===== src/sv/tro_pkg.sv =====
// tro_pkg: shared types and byte codes for the Telnet receive negotiator.
// Used by tro_parse, tro_emit, the top level and the port checker.
`default_nettype none
package tro_pkg;

    // Telnet command bytes
    localparam logic [7:0] B_IAC  = 8'd255;
    localparam logic [7:0] B_DONT = 8'd254;
    localparam logic [7:0] B_DO   = 8'd253;
    localparam logic [7:0] B_WONT = 8'd252;
    localparam logic [7:0] B_WILL = 8'd251;
    localparam logic [7:0] B_SB   = 8'd250;
    localparam logic [7:0] B_EL   = 8'd248;
    localparam logic [7:0] B_EC   = 8'd247;
    localparam logic [7:0] B_AYT  = 8'd246;
    localparam logic [7:0] B_SE   = 8'd240;

    // Option codes
    localparam logic [7:0] OPT_ECHO  = 8'd1;
    localparam logic [7:0] OPT_SGA   = 8'd3;
    localparam logic [7:0] OPT_TTYPE = 8'd24;
    localparam logic [7:0] OPT_NAWS  = 8'd31;
    localparam logic [7:0] TT_IS     = 8'd0;
    localparam logic [7:0] TT_SEND   = 8'd1;

    // Subnegotiation byte limits
    localparam int NAWS_MAX_DEF  = 21;
    localparam int TTYPE_MAX_DEF = 61;
    localparam int SubCountW     = 7;

    // Parser modes
    typedef enum logic [2:0] {
        M_DATA, M_IAC, M_VERB, M_SBOPT, M_NAWS, M_TTYPE, M_TTAIL, M_SKIP
    } t_mode;

    // Pending negotiation verb, in wire order from WILL
    typedef enum logic [1:0] {
        V_WILL, V_WONT, V_DO, V_DONT
    } t_verb;

    // Result kinds
    typedef enum logic [2:0] {
        K_DATA, K_XMIT, K_EC, K_EL, K_AYT, K_WINSZ, K_NAME, K_NAMEEND
    } t_kind;

    // Burst shape: one result, a 3-byte reply, or reply plus TTYPE SEND request
    typedef enum logic [1:0] {
        SH_ONE, SH_CMD, SH_TTREQ
    } t_shape;

    // Everything one received byte asks the emitter to send
    typedef struct packed {
        t_shape      shape;
        t_kind       kind;
        logic [7:0]  data;
        t_verb       verb;
        logic [15:0] width;
        logic [15:0] height;
        logic        echo;
    } t_burst;

endpackage
`default_nettype wire


===== src/sv/tro_parse.sv =====
// tro_parse: Telnet receive parser state and per-byte burst decode.
// Depends on tro_pkg.
`default_nettype none
module tro_parse #(
    parameter int NAWS_MAX_BYTES  = tro_pkg::NAWS_MAX_DEF,
    parameter int TTYPE_MAX_BYTES = tro_pkg::TTYPE_MAX_DEF
) (
    input  wire logic            i_clk,
    input  wire logic            i_rst_n,
    input  wire logic [7:0]      i_byte,
    input  wire logic            i_take,
    output logic                 o_emit,
    output tro_pkg::t_burst      o_burst
);
    import tro_pkg::*;

    localparam logic [SubCountW-1:0] NawsLim  = SubCountW'(NAWS_MAX_BYTES);
    localparam logic [SubCountW-1:0] TtypeLim = SubCountW'(TTYPE_MAX_BYTES);

    t_mode                r_mode, n_mode;
    t_verb                r_verb, n_verb;
    logic                 r_esc, n_esc;
    logic [SubCountW-1:0] r_cnt, n_cnt;
    logic [15:0]          r_width, n_width;
    logic [15:0]          r_height, n_height;
    logic                 r_field, n_field;
    logic                 r_echo, n_echo;

    logic                 sub_hold, sub_end, sub_full, sub_byte;
    logic [SubCountW-1:0] sub_lim;
    logic                 opt_ok;

    // Subnegotiation byte classification
    always_comb begin
        sub_lim  = (r_mode == M_NAWS) ? NawsLim : TtypeLim;
        sub_hold = !r_esc && (i_byte == B_IAC);
        sub_end  = r_esc && (i_byte == B_SE);
        sub_full = (r_cnt >= sub_lim);
        sub_byte = !sub_hold && !sub_end && !sub_full;
        opt_ok   = (i_byte == OPT_NAWS) || (i_byte == OPT_ECHO) ||
                   (i_byte == OPT_TTYPE) || (i_byte == OPT_SGA);
    end

    // Next state and burst decode
    always_comb begin
        n_mode   = r_mode;
        n_verb   = r_verb;
        n_esc    = r_esc;
        n_cnt    = r_cnt;
        n_width  = r_width;
        n_height = r_height;
        n_field  = r_field;
        n_echo   = r_echo;
        o_emit   = 1'b0;
        o_burst.shape  = SH_ONE;
        o_burst.kind   = K_DATA;
        o_burst.data   = 8'd0;
        o_burst.verb   = V_WILL;
        o_burst.width  = 16'd0;
        o_burst.height = 16'd0;

        unique case (r_mode)
            M_IAC: begin
                n_mode = M_DATA;
                if (i_byte == B_IAC) begin
                    o_emit       = 1'b1;
                    o_burst.data = B_IAC;
                end else if (i_byte == B_EC) begin
                    o_emit       = 1'b1;
                    o_burst.kind = K_EC;
                end else if (i_byte == B_EL) begin
                    o_emit       = 1'b1;
                    o_burst.kind = K_EL;
                end else if (i_byte == B_AYT) begin
                    o_emit       = 1'b1;
                    o_burst.kind = K_AYT;
                end else if (i_byte == B_SB) begin
                    n_mode = M_SBOPT;
                end else if (i_byte >= B_WILL) begin
                    n_verb = t_verb'(2'(i_byte - B_WILL));
                    n_mode = M_VERB;
                end
            end
            M_VERB: begin
                n_mode        = M_DATA;
                o_burst.shape = SH_CMD;
                o_burst.data  = i_byte;
                unique case (r_verb)
                    V_WILL: begin
                        o_emit = 1'b1;
                        if (i_byte == OPT_ECHO) begin
                            o_burst.verb = V_DONT;
                        end else if (opt_ok) begin
                            o_burst.verb = V_DO;
                            if (i_byte == OPT_TTYPE) begin
                                o_burst.shape = SH_TTREQ;
                            end
                        end else begin
                            o_burst.verb = V_DONT;
                        end
                    end
                    V_DO: begin
                        o_emit = 1'b1;
                        if (opt_ok) begin
                            o_burst.verb = V_WILL;
                            if (i_byte == OPT_ECHO) begin
                                n_echo = 1'b1;
                            end
                        end else begin
                            o_burst.verb = V_WONT;
                        end
                    end
                    V_DONT: begin
                        o_emit       = 1'b1;
                        o_burst.verb = V_WONT;
                        if (i_byte == OPT_ECHO) begin
                            n_echo = 1'b0;
                        end
                    end
                    V_WONT: begin
                        o_emit = 1'b0;
                    end
                    default: begin
                        o_emit = 1'b0;
                    end
                endcase
            end
            M_SBOPT: begin
                n_esc = 1'b0;
                n_cnt = '0;
                if (i_byte == OPT_NAWS) begin
                    n_width  = 16'd0;
                    n_height = 16'd0;
                    n_mode   = M_NAWS;
                end else if (i_byte == OPT_TTYPE) begin
                    n_field = 1'b0;
                    n_mode  = M_TTYPE;
                end else begin
                    n_mode = M_SKIP;
                end
            end
            M_NAWS: begin
                n_esc = sub_hold;
                if (sub_end || (!sub_hold && sub_full)) begin
                    n_mode = M_DATA;
                end else if (sub_byte) begin
                    n_cnt = r_cnt + 1'b1;
                    if (r_cnt == SubCountW'(0)) begin
                        n_width = {i_byte, 8'd0};
                    end else if (r_cnt == SubCountW'(1)) begin
                        n_width = {r_width[15:8], r_width[7:0] | i_byte};
                    end else if (r_cnt == SubCountW'(2)) begin
                        n_height = {i_byte, 8'd0};
                    end else if (r_cnt == SubCountW'(3)) begin
                        n_height       = {r_height[15:8], r_height[7:0] | i_byte};
                        o_emit         = 1'b1;
                        o_burst.kind   = K_WINSZ;
                        o_burst.width  = r_width;
                        o_burst.height = {r_height[15:8], r_height[7:0] | i_byte};
                    end
                end
            end
            M_TTYPE, M_TTAIL: begin
                n_esc = sub_hold;
                if (sub_end || (!sub_hold && sub_full)) begin
                    o_emit       = 1'b1;
                    o_burst.kind = K_NAMEEND;
                    n_mode       = M_DATA;
                end else if (sub_byte) begin
                    n_cnt = r_cnt + 1'b1;
                    if (r_mode == M_TTYPE) begin
                        o_burst.kind = K_NAME;
                        o_burst.data = i_byte;
                        if (!r_field) begin
                            n_field = 1'b1;
                            o_emit  = (i_byte != TT_IS);
                        end else if (i_byte != B_IAC) begin
                            o_emit = 1'b1;
                        end else begin
                            n_mode = M_TTAIL;
                        end
                    end
                end
            end
            M_SKIP: begin
                n_esc = sub_hold;
                if (sub_end) begin
                    n_mode = M_DATA;
                end
            end
            M_DATA: begin
                if (i_byte == B_IAC) begin
                    n_mode = M_IAC;
                end else begin
                    o_emit       = 1'b1;
                    o_burst.data = i_byte;
                end
            end
            default: begin
                n_mode = M_DATA;
            end
        endcase
        o_burst.echo = n_echo;
    end

    // Parser state registers
    always_ff @(posedge i_clk) begin
        if (!i_rst_n) begin
            r_mode   <= M_DATA;
            r_verb   <= V_WILL;
            r_esc    <= 1'b0;
            r_cnt    <= '0;
            r_width  <= 16'd0;
            r_height <= 16'd0;
            r_field  <= 1'b0;
            r_echo   <= 1'b0;
        end else if (i_take) begin
            r_mode   <= n_mode;
            r_verb   <= n_verb;
            r_esc    <= n_esc;
            r_cnt    <= n_cnt;
            r_width  <= n_width;
            r_height <= n_height;
            r_field  <= n_field;
            r_echo   <= n_echo;
        end
    end

endmodule
`default_nettype wire


===== src/sv/tro_emit.sv =====
// tro_emit: burst register and serializer, one result word per cycle while the receiver is ready.
// Depends on tro_pkg.
`default_nettype none
module tro_emit (
    input  wire logic            i_clk,
    input  wire logic            i_rst_n,
    input  wire logic            i_load,
    input  wire tro_pkg::t_burst i_burst,
    output logic                 o_free,
    output logic                 o_valid,
    input  wire logic            i_ready,
    output logic [2:0]           o_kind,
    output logic [7:0]           o_byte_value,
    output logic [15:0]          o_win_width,
    output logic [15:0]          o_win_height,
    output logic                 o_echo_on,
    output logic                 o_last
);
    import tro_pkg::*;

    logic        r_valid;
    t_burst      r_burst;
    logic [3:0]  r_idx;
    logic [3:0]  last_idx;
    logic        done;
    logic [7:0]  verb_byte;
    logic [7:0]  cmd_byte;

    // Sequence byte for reply bursts
    always_comb begin
        verb_byte = B_WILL + 8'(r_burst.verb);
        unique case (r_idx)
            4'd0:    cmd_byte = B_IAC;
            4'd1:    cmd_byte = verb_byte;
            4'd2:    cmd_byte = r_burst.data;
            4'd3:    cmd_byte = B_IAC;
            4'd4:    cmd_byte = B_SB;
            4'd5:    cmd_byte = OPT_TTYPE;
            4'd6:    cmd_byte = TT_SEND;
            4'd7:    cmd_byte = B_IAC;
            4'd8:    cmd_byte = B_SE;
            default: cmd_byte = 8'd0;
        endcase
    end

    // Output word mux
    always_comb begin
        unique case (r_burst.shape)
            SH_CMD:   last_idx = 4'd2;
            SH_TTREQ: last_idx = 4'd8;
            default:  last_idx = 4'd0;
        endcase
        o_valid      = r_valid;
        o_last       = (r_idx == last_idx);
        o_echo_on    = r_burst.echo;
        o_win_width  = r_burst.width;
        o_win_height = r_burst.height;
        if (r_burst.shape == SH_ONE) begin
            o_kind       = 3'(r_burst.kind);
            o_byte_value = r_burst.data;
        end else begin
            o_kind       = 3'(K_XMIT);
            o_byte_value = cmd_byte;
        end
        done   = r_valid && i_ready && o_last;
        o_free = !r_valid || done;
    end

    // Burst register and word index
    always_ff @(posedge i_clk) begin
        if (!i_rst_n) begin
            r_valid <= 1'b0;
            r_idx   <= 4'd0;
        end else if (i_load) begin
            r_valid <= 1'b1;
            r_idx   <= 4'd0;
        end else if (done) begin
            r_valid <= 1'b0;
            r_idx   <= 4'd0;
        end else if (r_valid && i_ready) begin
            r_idx <= r_idx + 4'd1;
        end
    end

    always_ff @(posedge i_clk) begin
        if (i_load) begin
            r_burst <= i_burst;
        end
    end

endmodule
`default_nettype wire


===== src/sv/telnet_rx_option_negotiator.sv =====
// Telnet receive option negotiator, top level.
// Depends on tro_pkg, tro_parse and tro_emit.
//
// Usage:
//   Receive channel: i_rx_byte with i_rx_valid / o_rx_ready, one peer byte per
//   word. Result channel: o_res_valid / i_res_ready carrying o_kind,
//   o_byte_value, o_win_width, o_win_height, o_echo_on and o_last.
//   Each received byte is decoded in the cycle it is accepted and its results
//   are loaded into a burst register; the first result word appears in the cycle
//   after acceptance. A byte yields 0 to 9 words, o_last marking its final one.
//   Throughput: one byte per cycle while each byte yields at most one word and
//   the receiver is ready. A negotiation reply is 3 result words, a WILL TTYPE
//   reply 9 words; o_rx_ready is high when the burst register is empty or its last
//   word is being taken, so the receive side waits out the rest of a burst.
//   Bytes that yield nothing still need the burst register to be free.
//   If the receiver stalls, the current word holds and o_rx_ready stays low
//   until the last word of the burst is taken.
//   Reset (synchronous, active low) returns the parser to plain data mode,
//   clears echo and subnegotiation state and empties the burst register.
`default_nettype none
module telnet_rx_option_negotiator #(
    parameter int NAWS_MAX_BYTES  = tro_pkg::NAWS_MAX_DEF,
    parameter int TTYPE_MAX_BYTES = tro_pkg::TTYPE_MAX_DEF
) (
    input  wire logic        i_clk,
    input  wire logic        i_rst_n,
    input  wire logic        i_rx_valid,
    output logic             o_rx_ready,
    input  wire logic [7:0]  i_rx_byte,
    output logic             o_res_valid,
    input  wire logic        i_res_ready,
    output logic [2:0]       o_kind,
    output logic [7:0]       o_byte_value,
    output logic [15:0]      o_win_width,
    output logic [15:0]      o_win_height,
    output logic             o_echo_on,
    output logic             o_last
);
    import tro_pkg::*;

    logic   take;
    logic   emit;
    logic   free;
    t_burst burst;

    assign o_rx_ready = free;
    assign take       = i_rx_valid && free;

    // Byte parser
    tro_parse #(
        .NAWS_MAX_BYTES  (NAWS_MAX_BYTES),
        .TTYPE_MAX_BYTES (TTYPE_MAX_BYTES)
    ) u_parse (
        .i_clk   (i_clk),
        .i_rst_n (i_rst_n),
        .i_byte  (i_rx_byte),
        .i_take  (take),
        .o_emit  (emit),
        .o_burst (burst)
    );

    // Result serializer
    tro_emit u_emit (
        .i_clk        (i_clk),
        .i_rst_n      (i_rst_n),
        .i_load       (take && emit),
        .i_burst      (burst),
        .o_free       (free),
        .o_valid      (o_res_valid),
        .i_ready      (i_res_ready),
        .o_kind       (o_kind),
        .o_byte_value (o_byte_value),
        .o_win_width  (o_win_width),
        .o_win_height (o_win_height),
        .o_echo_on    (o_echo_on),
        .o_last       (o_last)
    );

endmodule
`default_nettype wire


===== config.mk =====
export PLATFORM = sky130hd
export DESIGN_NAME = telnet_rx_option_negotiator
export DESIGN_NICKNAME = d
export VERILOG_FILES = /design/src/sv/tro_pkg.sv /design/src/sv/tro_parse.sv /design/src/sv/tro_emit.sv /design/src/sv/telnet_rx_option_negotiator.sv
export SDC_FILE = /design/constraint.sdc
export NUM_CORES = 1
export LEC_CHECK = 0
export BUFFER_PORTS_ARGS = -buffer_cell sky130_fd_sc_hd__clkbuf_2
export CAP_MARGIN = 5
export CELL_PAD_IN_SITES_DETAIL_PLACEMENT = 0
export CELL_PAD_IN_SITES_GLOBAL_PLACEMENT = 2
export CORE_MARGIN = 2
export CORE_UTILIZATION = 30
export DETAILED_ROUTE_END_ITERATION = 10
export PLACE_DENSITY = 0.76
export SETUP_SLACK_MARGIN = 0.5
export SKIP_LAST_GASP = 1
export SLEW_MARGIN = 20
export SYNTH_ARGS = -nofsm -noshare
export SYNTH_HDL_FRONTEND = slang
export SYNTH_SLANG_ARGS = --single-unit

===== constraint.sdc =====
create_clock -name i_clk -period 8.2 [get_ports i_clk]
set_clock_uncertainty 0.2 [all_clocks]
set_input_delay 0 -clock i_clk [delete_from_list [all_inputs] [get_ports i_clk]]
set_output_delay 0 -clock i_clk [all_outputs]
set_load 0.005 [all_outputs]

==> summary.txt, run 1 <==
Max_cap viols -> 0
Number of global-route vias before repair -> 3719
Final Hold Viols -> 0
Post-CTS sizing -> 0
Nature of the critical path startpoint -> flop
CP max FO -> 37
Fin Setup TNS -> 0 ps
Busiest grt layer -> met2
Status -> finished clean
Most used DFF post-synth -> dfxtp_1
RSZ-0062 raised after global routing -> no
Hpwl dp -> 8660 um
Via density -> 4.98
Largest net degree at the start of global routing -> 38
Most instantiated library cell after synthesis -> dfxtp_1
Global routing usage on met1 -> 18.1%
Port Buffers -> 58
Fin crit share -> 57.1%
Max Slew Vio Count -> 0
Final Wtd Congestion -> 0.866
Post-place setup slack -> 3510 ps
Skew-Pair Late Insertion Delay -> 350 ps
Layout Nets -> 597
DRC -> 0
Clock Sink Count -> 100
Hold endpoint -> u_parse.r_height[10]$_SDFFE_PN0P_
Min cycle time layout -> 4680 ps
Critical Setup Path Class -> reg2reg
Area leader, netlist -> edfxtp_1
Worst hold path type -> in2reg
Dpl cell area -> 0.00548 mm^2
Sequential Area -> 0.00248 mm^2
Area contributors post-synth -> edfxtp_1, dfxtp_1, buf_4
Leak -> 2.21 nW
Finished Cell Area -> 0.00590 mm^2
Worst-margin pin slew -> 771 ps
Inserted Diodes -> 0
Final Util -> 34.5%
Peak Freq -> 213 MHz
Cell Area, Synth -> 0.00521 mm^2
Mapped Nets -> 574
Initial antenna violation count -> 0
Relative slew slack -> 48.6%
Synthesis-stage register bit count -> 100
Met3 Use GR -> 3.14%
Reg2reg end -> u_emit.o_echo_on$_DFFE_PP_
CP required -> 8000 ps
Filler cells -> 1753
CTS root buf -> clkbuf_16
Initial core utilization -> 30.4%
Number of unique standard cell types used by synthesis -> 61
Worst r2r src -> u_parse.r_mode[2]$_SDFFE_PN0P_
Layout area overhead -> 13.3%
I/O pins -> 59
Post CTS Setup Buffer Count -> 0
Core area -> 0.0171 mm^2
Post-synth top area share -> 27.7%
Cells after synthesis -> 547
Synth Area per Inst -> 9.52 um^2
Commonest cells post-synth -> dfxtp_1, nand2_1, edfxtp_1, nor2_1, buf_4
Reg clk slew, reported paths -> 70 ps
DR iter-0 viols -> 395
Global route overflow -> 0
VDD IR max -> 0.107 mV
CP arrival -> 4490 ps
Drt first pass iters -> 5
Internal reg-to-reg setup slack -> 3520 ps
Final antenna-violating net count -> 0
Hold Buf Count CTS -> 9
Hold wc startpoint -> i_rx_byte[2]
Final setup viols -> 0
Yosys warns -> 0
Worst hold stages -> 3
Vias -> 3984
CTS tree -> built
GRT Util Overall -> 13.8%
PD cells -> 184 mW/mm^2
Max clock buf depth -> 2
Wirelength, routed -> 12400 um
Multi-input gate area -> 0.00231 mm^2
DR WL/cell -> 15.5 um
Met2 Usage GRT -> 22.6%
Num CTS Buffers -> 9
Synth async-reset ratio -> 0%
CTS HTree Levels -> 3
Final WS setup -> 3520 ps
Row Count -> 48
Register area share after synthesis -> 47.7%
DIE AREA -> 0.0184 mm^2
Die height -> 136 um
Critical Path Sink Type -> flop
Layout cells sized above 1 -> 16.3%
Number of enable flip-flop cells after synthesis -> 48
Path depth of the worst reg2reg path -> 12
Die W -> 136 um
Global-route wire length before repair -> 19700 um
layout make-up:
cell class                 count  share of cell area, %
sequential                   100                   42.1
tap                          225                   4.77
timing repair buffer          72                   7.09
clock buffer                  10                   4.05
multi-input combinational    363                   39.1
clock inverter                 6                   1.32
inverter                      24                   1.53
layer usage:
layer  vias to the layer above  share of wire [%]  wire length (um)
met3                        11                4.7               584
li1                       1972                  -                 -
met1                      1915                 47              5820
met5                         -                  0                 0
met2                        86                 47              5840
met4                         0                1.5               185
cells by family after synthesis:
kind of cell    Yosys count  synth area share, %
flops                   100                 47.7
fa+ha+maj                15                 3.60
mux                      13                 2.52
xor+xnor                  7                 1.18
compound gates          123                 15.8
buf+inv                  84                 8.58
simple gates            205                 20.6
cells in the final DEF, fill, tap and decap left out, types with 5 or more instances in the layout:
cell type / synthesis / routed
o21a_1: 12 / 12
nand3_1: 17 / 17
xnor2_1: 6 / 6
nand4_1: 6 / 6
clkbuf_2: 1 / 58
nor4_1: 8 / 8
inv_1: 24 / 24
nor3_1: 11 / 11
o21ai_0: 20 / 20
clkbuf_16: 0 / 9
a21oi_1: 28 / 28
nand2_1: 49 / 49
dfxtp_1: 52 / 52
edfxtp_1: 48 / 48
nand2b_1: 6 / 6
mux2i_1: 12 / 12
dlygate4sd3_1: 0 / 9
buf_4: 32 / 5
a21o_1: 14 / 14
and2_1: 26 / 26
o21ai_1: 5 / 5
a31oi_1: 14 / 13
nor2_1: 45 / 45
or3_1: 5 / 5
ha_1: 15 / 15
power by group:
part	switching, mW	internal, mW
clock network	0.195	0.252
registers	0.00633	0.543
logic	0.0557	0.0328
total	0.257	0.828
stage by stage:
step                      power, mW  cells  hold WS [ps]
after detailed placement      0.647    774           178
after global placement        0.647    774           173
after CTS                      1.10    799          18.0
after global routing           1.12    800          66.5
after floorplan               0.623    547         -87.5
final                          1.08    800          10.6
worst max-delay path by stage:
stage	start	endpoint	slack, ps	cells past startpoint
2_1_floorplan	u_parse.r_mode[2]$_SDFFE_PN0P_	u_emit.o_echo_on$_DFFE_PP_	2640	10
6_report	u_parse.r_mode[2]$_SDFFE_PN0P_	u_emit.o_echo_on$_DFFE_PP_	3520	12
5_1_grt	u_parse.r_mode[2]$_SDFFE_PN0P_	u_emit.o_echo_on$_DFFE_PP_	3170	12
3_5_place_dp	u_parse.r_mode[2]$_SDFFE_PN0P_	u_emit.o_echo_on$_DFFE_PP_	3510	12
4_1_cts	u_parse.r_mode[2]$_SDFFE_PN0P_	u_emit.o_echo_on$_DFFE_PP_	3510	12
3_3_place_gp	u_parse.r_mode[2]$_SDFFE_PN0P_	u_emit.o_echo_on$_DFFE_PP_	3660	12
critical path, stage by stage (launching register included):
cell      delay (ps)
dfxtp_1          570
inv_1            170
nor2_1           240
nand2_1          130
inv_1            250
ha_1             300
a311oi_1         310
o21ai_1          270
nor4_4           320
buf_4            330
a21oi_1          170
a31oi_4          530
buf_4            490
flip-flops by register name, summed over array words and instances (netlist names):
name and flops:
u_emit.o_win_height 16, u_emit.o_win_width 16, u_parse.r_height 16, u_parse.r_width 16
u_emit.r_burst 15, u_parse.r_cnt 7, u_emit.r_idx 4, u_parse.r_mode 3
u_parse.r_verb 2, u_emit.o_echo_on 1, u_emit.o_valid 1, u_parse.r_echo 1
u_parse.r_esc 1, u_parse.r_field 1
No activity file was read; power rests on OpenSTA's default activity.
==> run 2, diff against run 1 <==
Settings changed: ABC_AREA set to 1, PLACE_DENSITY 0.76 to 0.83.
Clock period 8.2 ns to 4.2 ns, I/O delays scaled along.
==> summary.txt, run 2 <==
Die height -> 139 um (+2.5%)
Hold Buf Count CTS -> 10 (+1)
GRT Util Overall -> 14.4% (+0.65 points)
Initial core utilization -> 30.5% (+0.11 points)
Hpwl dp -> 9930 um (+15%)
Max clock buf depth -> 2 (unchanged)
Final antenna-violating net count -> 0 (unchanged)
Die W -> 139 um (+2.5%)
DR iter-0 viols -> 226 (-43%)
Synthesis-stage register bit count -> 100 (unchanged)
Final setup viols -> 0 (unchanged)
Max_cap viols -> 0 (unchanged)
Synth async-reset ratio -> 0% (unchanged)
Layout cells sized above 1 -> 13.5% (-2.8 points)
Min cycle time layout -> 3150 ps (-1540 ps)
Inserted Diodes -> 0 (unchanged)
CTS HTree Levels -> 3 (unchanged)
Commonest non-fill, non-tap cell in the layout -> nor2_1
Path depth of the worst reg2reg path -> 16 (+4)
Critical Setup Path Class -> reg2reg
Fin Setup TNS -> 0 ps (unchanged)
Synth Area in Simple Gates -> 26.2% (+5.6 points)
Core area -> 0.0180 mm^2 (+4.9%)
CTS root buf -> clkbuf_16
CP arrival -> 2980 ps (-1510 ps)
Final Non-Filler Cells -> 977 (+22%)
Port Buffers -> 58 (unchanged)
Clock Sink Count -> 100 (unchanged)
Post-Synth Adder-Cell Area -> 3.42% (-0.18 points)
Post-CTS sizing -> 0 (unchanged)
Fin crit share -> 74.9% (+18 points)
Final Hold Viols -> 0 (unchanged)
DRC -> 0 (unchanged)
Global-route wire length before repair -> 22300 um (+14%)
Peak Freq -> 318 MHz (+49%)
Compound-Gate Fraction of Synth Area -> 11.4% (-4.4 points)
Power, Total -> 3.37 mW (+210%)
Largest net degree at the start of global routing -> 49 (+29%)
Most instantiated library cell after synthesis -> nor2_1
Number of unique standard cell types used by synthesis -> 38 (-38%)
Internal reg-to-reg setup slack -> 1050 ps (-2460 ps)
Most frequent cells in the layout -> nor2_1, nand2_1, inv_1
DIE AREA -> 0.0194 mm^2 (+5.2%)
Area contributors post-synth -> edfxtp_1, dfxtp_1, nor2_1
Largest family of logic cells by synthesized area -> simple AND/OR/NAND/NOR gates
Filler cells -> 1947 (+11%)
Worst hold stages -> 3 (unchanged)
Worst hold path type -> in2reg
I/O pins -> 59 (unchanged)
Hold wc startpoint -> i_rst_n
Most used DFF post-synth -> dfxtp_1
Post-Place Cells -> 951 (+23%)
Worst-margin pin slew -> 715 ps (-56.5 ps)
Post-place setup slack -> 1040 ps (-2470 ps)
Commonest cells post-synth -> nor2_1, nand2_1, inv_1, nand3_1, a21oi_1
Register area share after synthesis -> 45.3% (-2.4 points)
Slowest cell on the critical path -> dfxtp_1
Final Wtd Congestion -> 0.837 (-3.3%)
Cells after synthesis -> 713 (+30%)
Post-synth top area share -> 26.3% (-1.4 points)
Synth Area per Inst -> 7.69 um^2 (-19%)
Critical Path Sink Type -> flop
Global route overflow -> 0 (unchanged)
Nature of the critical path startpoint -> flop
Layout area overhead -> 12.0%
Hold endpoint -> u_parse.r_height[5]$_SDFFE_PN0P_
Wirelength, routed -> 13600 um (+9.4%)
Crit path from -> u_parse.r_mode[2]$_SDFFE_PN0P_
DR WL/cell -> 13.9 um (-10%)
Number of global-route vias before repair -> 4264 (+15%)
Max Slew Vio Count -> 0 (unchanged)
Row Count -> 49 (+2.1%)
Reg2reg end -> u_emit.o_win_height[13]$_SDFFCE_PP0P_
VDD IR max -> 0.213 mV (+99%)
Final WS setup -> 1050 ps (-2460 ps)
Number of enable flip-flop cells after synthesis -> 48 (unchanged)
RSZ-0062 raised after global routing -> no
PD cells -> 550 mW/mm^2 (+200%)
Layout Nets -> 770 (+29%)
Worst r2r src -> u_parse.r_mode[2]$_SDFFE_PN0P_
Cell Area, Synth -> 0.00548 mm^2 (+5.3%)
CP max FO -> 46 (+24%)
CP cell instances -> inv_1, nor2_2, buf_4, ha_1, nand2_1, inv_1, nand2_1, nand2_1, nand2_1, nand2_2, nor2_1, nand3_2, nand2_1, o21ai_1, clkinvlp_4, buf_12
CP required -> 4040 ps (-3960 ps)
Yosys warns -> 0 (unchanged)
Relative slew slack -> 52.4% (+3.8 points)
Drt first pass iters -> 5 (unchanged)
Post CTS Setup Buffer Count -> 0 (unchanged)
Mux cell area share after synthesis -> 0% (-2.5 points)
Area leader, netlist -> edfxtp_1
Post-Synth XOR/XNOR Area -> 0.479% (-0.70 points)
Critical Path Max Stage Delay -> 430 ps (-140 ps)
Initial antenna violation count -> 0 (unchanged)
Reg clk slew, reported paths -> 70 ps (about the same)
Mapped Nets -> 740 (+29%)
Vias -> 4576 (+15%)
Status -> finished clean
Leak -> 2.53 nW (+14%)
CP dominant cell by count -> nand2_1
Skew-Pair Late Insertion Delay -> 360 ps (about the same)
Num CTS Buffers -> 9 (unchanged)
CTS tree -> built
Via density -> 4.68 (-5.9%)
-- run 2: kinds of logic after synthesis --
| logic type | count (synthesis) |
|---|---|
| buf+inv | 151 |
| xor+xnor | 3 |
| fa+ha+maj | 15 |
| flops | 100 |
| simple gates | 326 |
| compound gates | 118 |
-- run 2: critical path: cells and delay by family (launching register included) --
kind	cells	cell delay, ps
buffers and inverters	5	800
adders and majority gates	1	260
DFF	1	430
and+or+nand+nor	9	970
AOI/OAI and AO/OA	1	130
-- run 2: per-layer routing --
metal  GRT usage, %  vias to the layer above  wire, um
met1           20.1                     2109      6860
met3           2.90                       16       437
met4           4.73                        0       212
met2           22.4                       83      6080
met5              0                        -         0
li1               -                     2368         -
-- run 2: final cells by class --
cell class | count | area [um^2] | share of cell area (%)
flip-flops and latches | 100 | 2480 | 40.4
clock inverters | 5 | 42.5 | 0.693
inverters | 98 | 372 | 6.05
repair buffers | 72 | 433 | 7.05
well taps | 229 | 287 | 4.67
clock buffers | 11 | 243 | 3.95
multi-input cells | 462 | 2280 | 37.1
-- run 2: how the worst max path moves through the flow --
stage | end | depth (start not counted)
after floorplan | u_emit.o_echo_on$_DFFE_PP_ | 14
after global placement | u_emit.o_win_width[1]$_SDFFCE_PP0P_ | 16
after detailed placement | u_emit.o_win_width[1]$_SDFFCE_PP0P_ | 16
after CTS | u_emit.o_win_width[14]$_SDFFCE_PP0P_ | 16
after global routing | u_emit.o_win_height[12]$_SDFFCE_PP0P_ | 16
final | u_emit.o_win_height[13]$_SDFFCE_PP0P_ | 16
-- run 2: metrics by stage --
step,hold slack (ps),util [%],instance area [um^2]
after floorplan,-40.0,-,5490
after global placement,198,32.0,5750
after detailed placement,198,32.0,5750
after CTS,110,34.2,6140
after global routing,180,34.2,6140
final,114,34.2,6140
-- run 2: power breakdown --
group / internal (mW) / switching (mW)
combinational: 0.372 / 0.740
sequential: 1.34 / 0.114
clock: 0.425 / 0.385
==> run 3, diff against run 2 <==
Settings changed: PLACE_DENSITY 0.83 to 0.8.
Clock period 4.2 ns to 3.1 ns, I/O delays scaled along.
==> summary.txt, run 3 (synthesis results as in run 2) <==
CP Buf/Inv Count -> 5 (unchanged)
Internal -> 3.22 mW (+51%)
Internal reg-to-reg setup slack -> 540 ps (-520 ps)
Post-Place Cells -> 958 (+0.74%)
CTS tree -> built
Hpwl dp -> 10400 um (+4.7%)
Net Sw Frac -> 36.1% (-0.66 points)
Final Hold Viols -> 0 (unchanged)
Layout area overhead -> 18.6%
Num CTS Buffers -> 9 (unchanged)
Most frequent cells in the layout -> nor2_1, nand2_1, inv_1
Skew-Pair Late Insertion Delay -> 360 ps (about the same)
Largest net degree at the start of global routing -> 49 (unchanged)
Commonest non-fill, non-tap cell in the layout -> nor2_1
Initial antenna violation count -> 0 (unchanged)
Wirelength, routed -> 14600 um (+7.3%)
Critical Setup Path Class -> reg2reg
I/O pins -> 59 (unchanged)
Inserted Diodes -> 0 (unchanged)
Final WS setup -> 536 ps (-518 ps)
RSZ-0062 raised after global routing -> yes
Hold endpoint -> u_emit.r_burst[35]$_DFFE_PP_
Hold wc startpoint -> i_rx_byte[0]
PD cells -> 775 mW/mm^2 (+41%)
Clk pwr share -> 23.4% (-0.6 points)
Drt first pass iters -> 5 (unchanged)
Layout cells sized above 1 -> 17.9% (+4.4 points)
Max_cap viols -> 0 (unchanged)
Final Wtd Congestion -> 0.850 (+1.6%)
DR iter-0 viols -> 331 (+46%)
Status -> finished clean
CTS HTree Levels -> 3 (unchanged)
DR WL/cell -> 14.6 um (+4.9%)
Max clock buf depth -> 2 (unchanged)
Vias -> 4734 (+3.5%)
Path depth of the worst reg2reg path -> 17 (+1)
Port Buffers -> 58 (unchanged)
GRT Util Overall -> 15.0% (+0.57 points)
Fin Setup TNS -> 0 ps (unchanged)
Final setup viols -> 0 (unchanged)
VDD IR max -> 0.386 mV (+81%)
Final antenna-violating net count -> 0 (unchanged)
DRC -> 0 (unchanged)
Seq pwr share -> 39.2% (-3.8 points)
Relative slew slack -> 48.8% (-3.6 points)
Reg clk slew, reported paths -> 70 ps (about the same)
Power, Total -> 5.04 mW (+49%)
CP max FO -> 8 (-83%)
Max Slew Vio Count -> 0 (unchanged)
Worst hold stages -> 3 (unchanged)
Clock Sink Count -> 100 (unchanged)
Core area -> 0.0180 mm^2 (unchanged)
Min cycle time layout -> 2560 ps (-582 ps)
Fin crit share -> 82.7% (+7.8 points)
CTS root buf -> clkbuf_16
Row Count -> 49 (unchanged)
DIE AREA -> 0.0194 mm^2 (unchanged)
Worst hold path type -> in2reg
Die height -> 139 um (unchanged)
CP arrival -> 2440 ps (-540 ps)
Final Non-Filler Cells -> 999 (+2.3%)
Worst-margin pin slew -> 769 ps (+54.1 ps)
Initial core utilization -> 30.5% (unchanged)
CP cell instances -> nor2_4, inv_2, nor2_4, ha_4, nand2_2, inv_1, nand2_1, nand2_1, nand2_2, nand2_4, nor2_4, nand3_4, nand2_4, o21ai_4, clkinvlp_4, buf_12, clkbuf_16
Peak Freq -> 390 MHz (+23%)
Global-route wire length before repair -> 23300 um (+4.1%)
Critical Path Max Stage Delay -> 360 ps (-70 ps)
CP required -> 2970 ps (-1070 ps)
Layout Nets -> 792 (+2.9%)
Slowest cell on the critical path -> dfxtp_4
Reg2reg end -> u_emit.r_burst[46]$_SDFFCE_PN0P_
Psw -> 1.82 mW (+47%)
Critical Path Sink Type -> flop
Filler cells -> 1889 (-3.0%)
Via density -> 4.74 (+1.2%)
Global route overflow -> 0 (unchanged)
Leak -> 2.69 nW (+6.5%)
Worst r2r src -> u_parse.r_mode[1]$_SDFFE_PN0P_
CP dominant cell by count -> nor2_4
Post-place setup slack -> 339 ps (-700 ps)
Nature of the critical path startpoint -> flop
Number of global-route vias before repair -> 4574 (+7.3%)
Comb power frac -> 37.4% (+4.4 points)
Top cell family by delay on the critical path -> simple AND/OR/NAND/NOR gates
Die W -> 139 um (unchanged)
==> run 3: cell count changes in the layout (fill, tap and decap cells not counted), moves of 3 or more <==
cell / change
buf_4: +14
nand2_1: -5
buf_12: +3
clkinvlp_4: -3
dfxtp_1: -3
nand2_2: +3
nor2_1: -3
nor2_4: +3
==> run 3: worst max-delay path by stage <==
stage / start / slack [ps] / cells after the start / endpoint
global placement: u_parse.r_mode[2]$_SDFFE_PN0P_ / 390 / 15 / u_emit.o_win_width[3]$_SDFFCE_PP0P_
finish: u_parse.r_mode[1]$_SDFFE_PN0P_ / 540 / 17 / u_emit.r_burst[46]$_SDFFCE_PN0P_
CTS: u_parse.r_mode[0]$_SDFFE_PN0P_ / 510 / 16 / u_emit.r_burst[33]$_SDFFCE_PN0P_
floorplan: u_parse.r_mode[0]$_SDFFE_PN0P_ / 90 / 15 / u_emit.o_echo_on$_DFFE_PP_
detailed placement: u_parse.r_mode[2]$_SDFFE_PN0P_ / 340 / 15 / u_emit.o_win_width[6]$_SDFFCE_PP0P_
global route: u_parse.r_mode[1]$_SDFFE_PN0P_ / 410 / 17 / u_emit.r_burst[46]$_SDFFCE_PN0P_
==> run 3: cell type report <==
type,instances,area (um^2),share of cell area (%)
Clock buffer,9,225,3.46
Clock inverter,7,83.8,1.29
Inverter,98,372,5.72
Multi-Input combinational cell,462,2360,36.3
Sequential cell,100,2490,38.3
Tap cell,229,287,4.41
Timing Repair Buffer,94,681,10.5
==> run 3: stage by stage <==
step	util, %	hold slack, ps	instance area (um^2)
CTS	35.2	64.3	6330
global route	36.2	91.6	6500
detailed placement	32.8	200	5900
floorplan	-	-40.0	5570
finish	36.2	76.5	6500
global placement	32.8	197	5900
==> run 3: per-layer routing <==
layer | global-route usage (%) | share of wire, % | up-vias
li1 | - | - | 2405
met1 | 19.8 | 47 | 2242
met2 | 24.5 | 48 | 69
met3 | 2.42 | 3.6 | 18
met4 | 6.17 | 1.8 | 0
met5 | 0 | 0 | -
==> run 3: what timing repair did <==
action / CTS / global route
gates resized for setup: 1 / 7
setup buffers: 1 / 9
pin swaps: 1 / 8
hold buffers: 11 / 0
setup endpoints to repair: 44 / 63
endpoints found under the hold margin: 29 / 0
cloned: 0 / 4
==> run 3: worst min-delay path: stages <==
cell and delay (ps):
clkbuf_2 160, inv_1 140, o21ai_0 200
==> run 3: power groups by stage <==
stage          sequential (mW)  combinational (mW)  clock [mW]
6_report                  1.98                1.88        1.18
5_1_grt                   2.01                2.11        1.25
2_1_floorplan             1.95                1.21           0
4_1_cts                   1.98                1.67        1.21
3_3_place_gp              1.99                1.62           0
3_5_place_dp              2.00                1.64           0
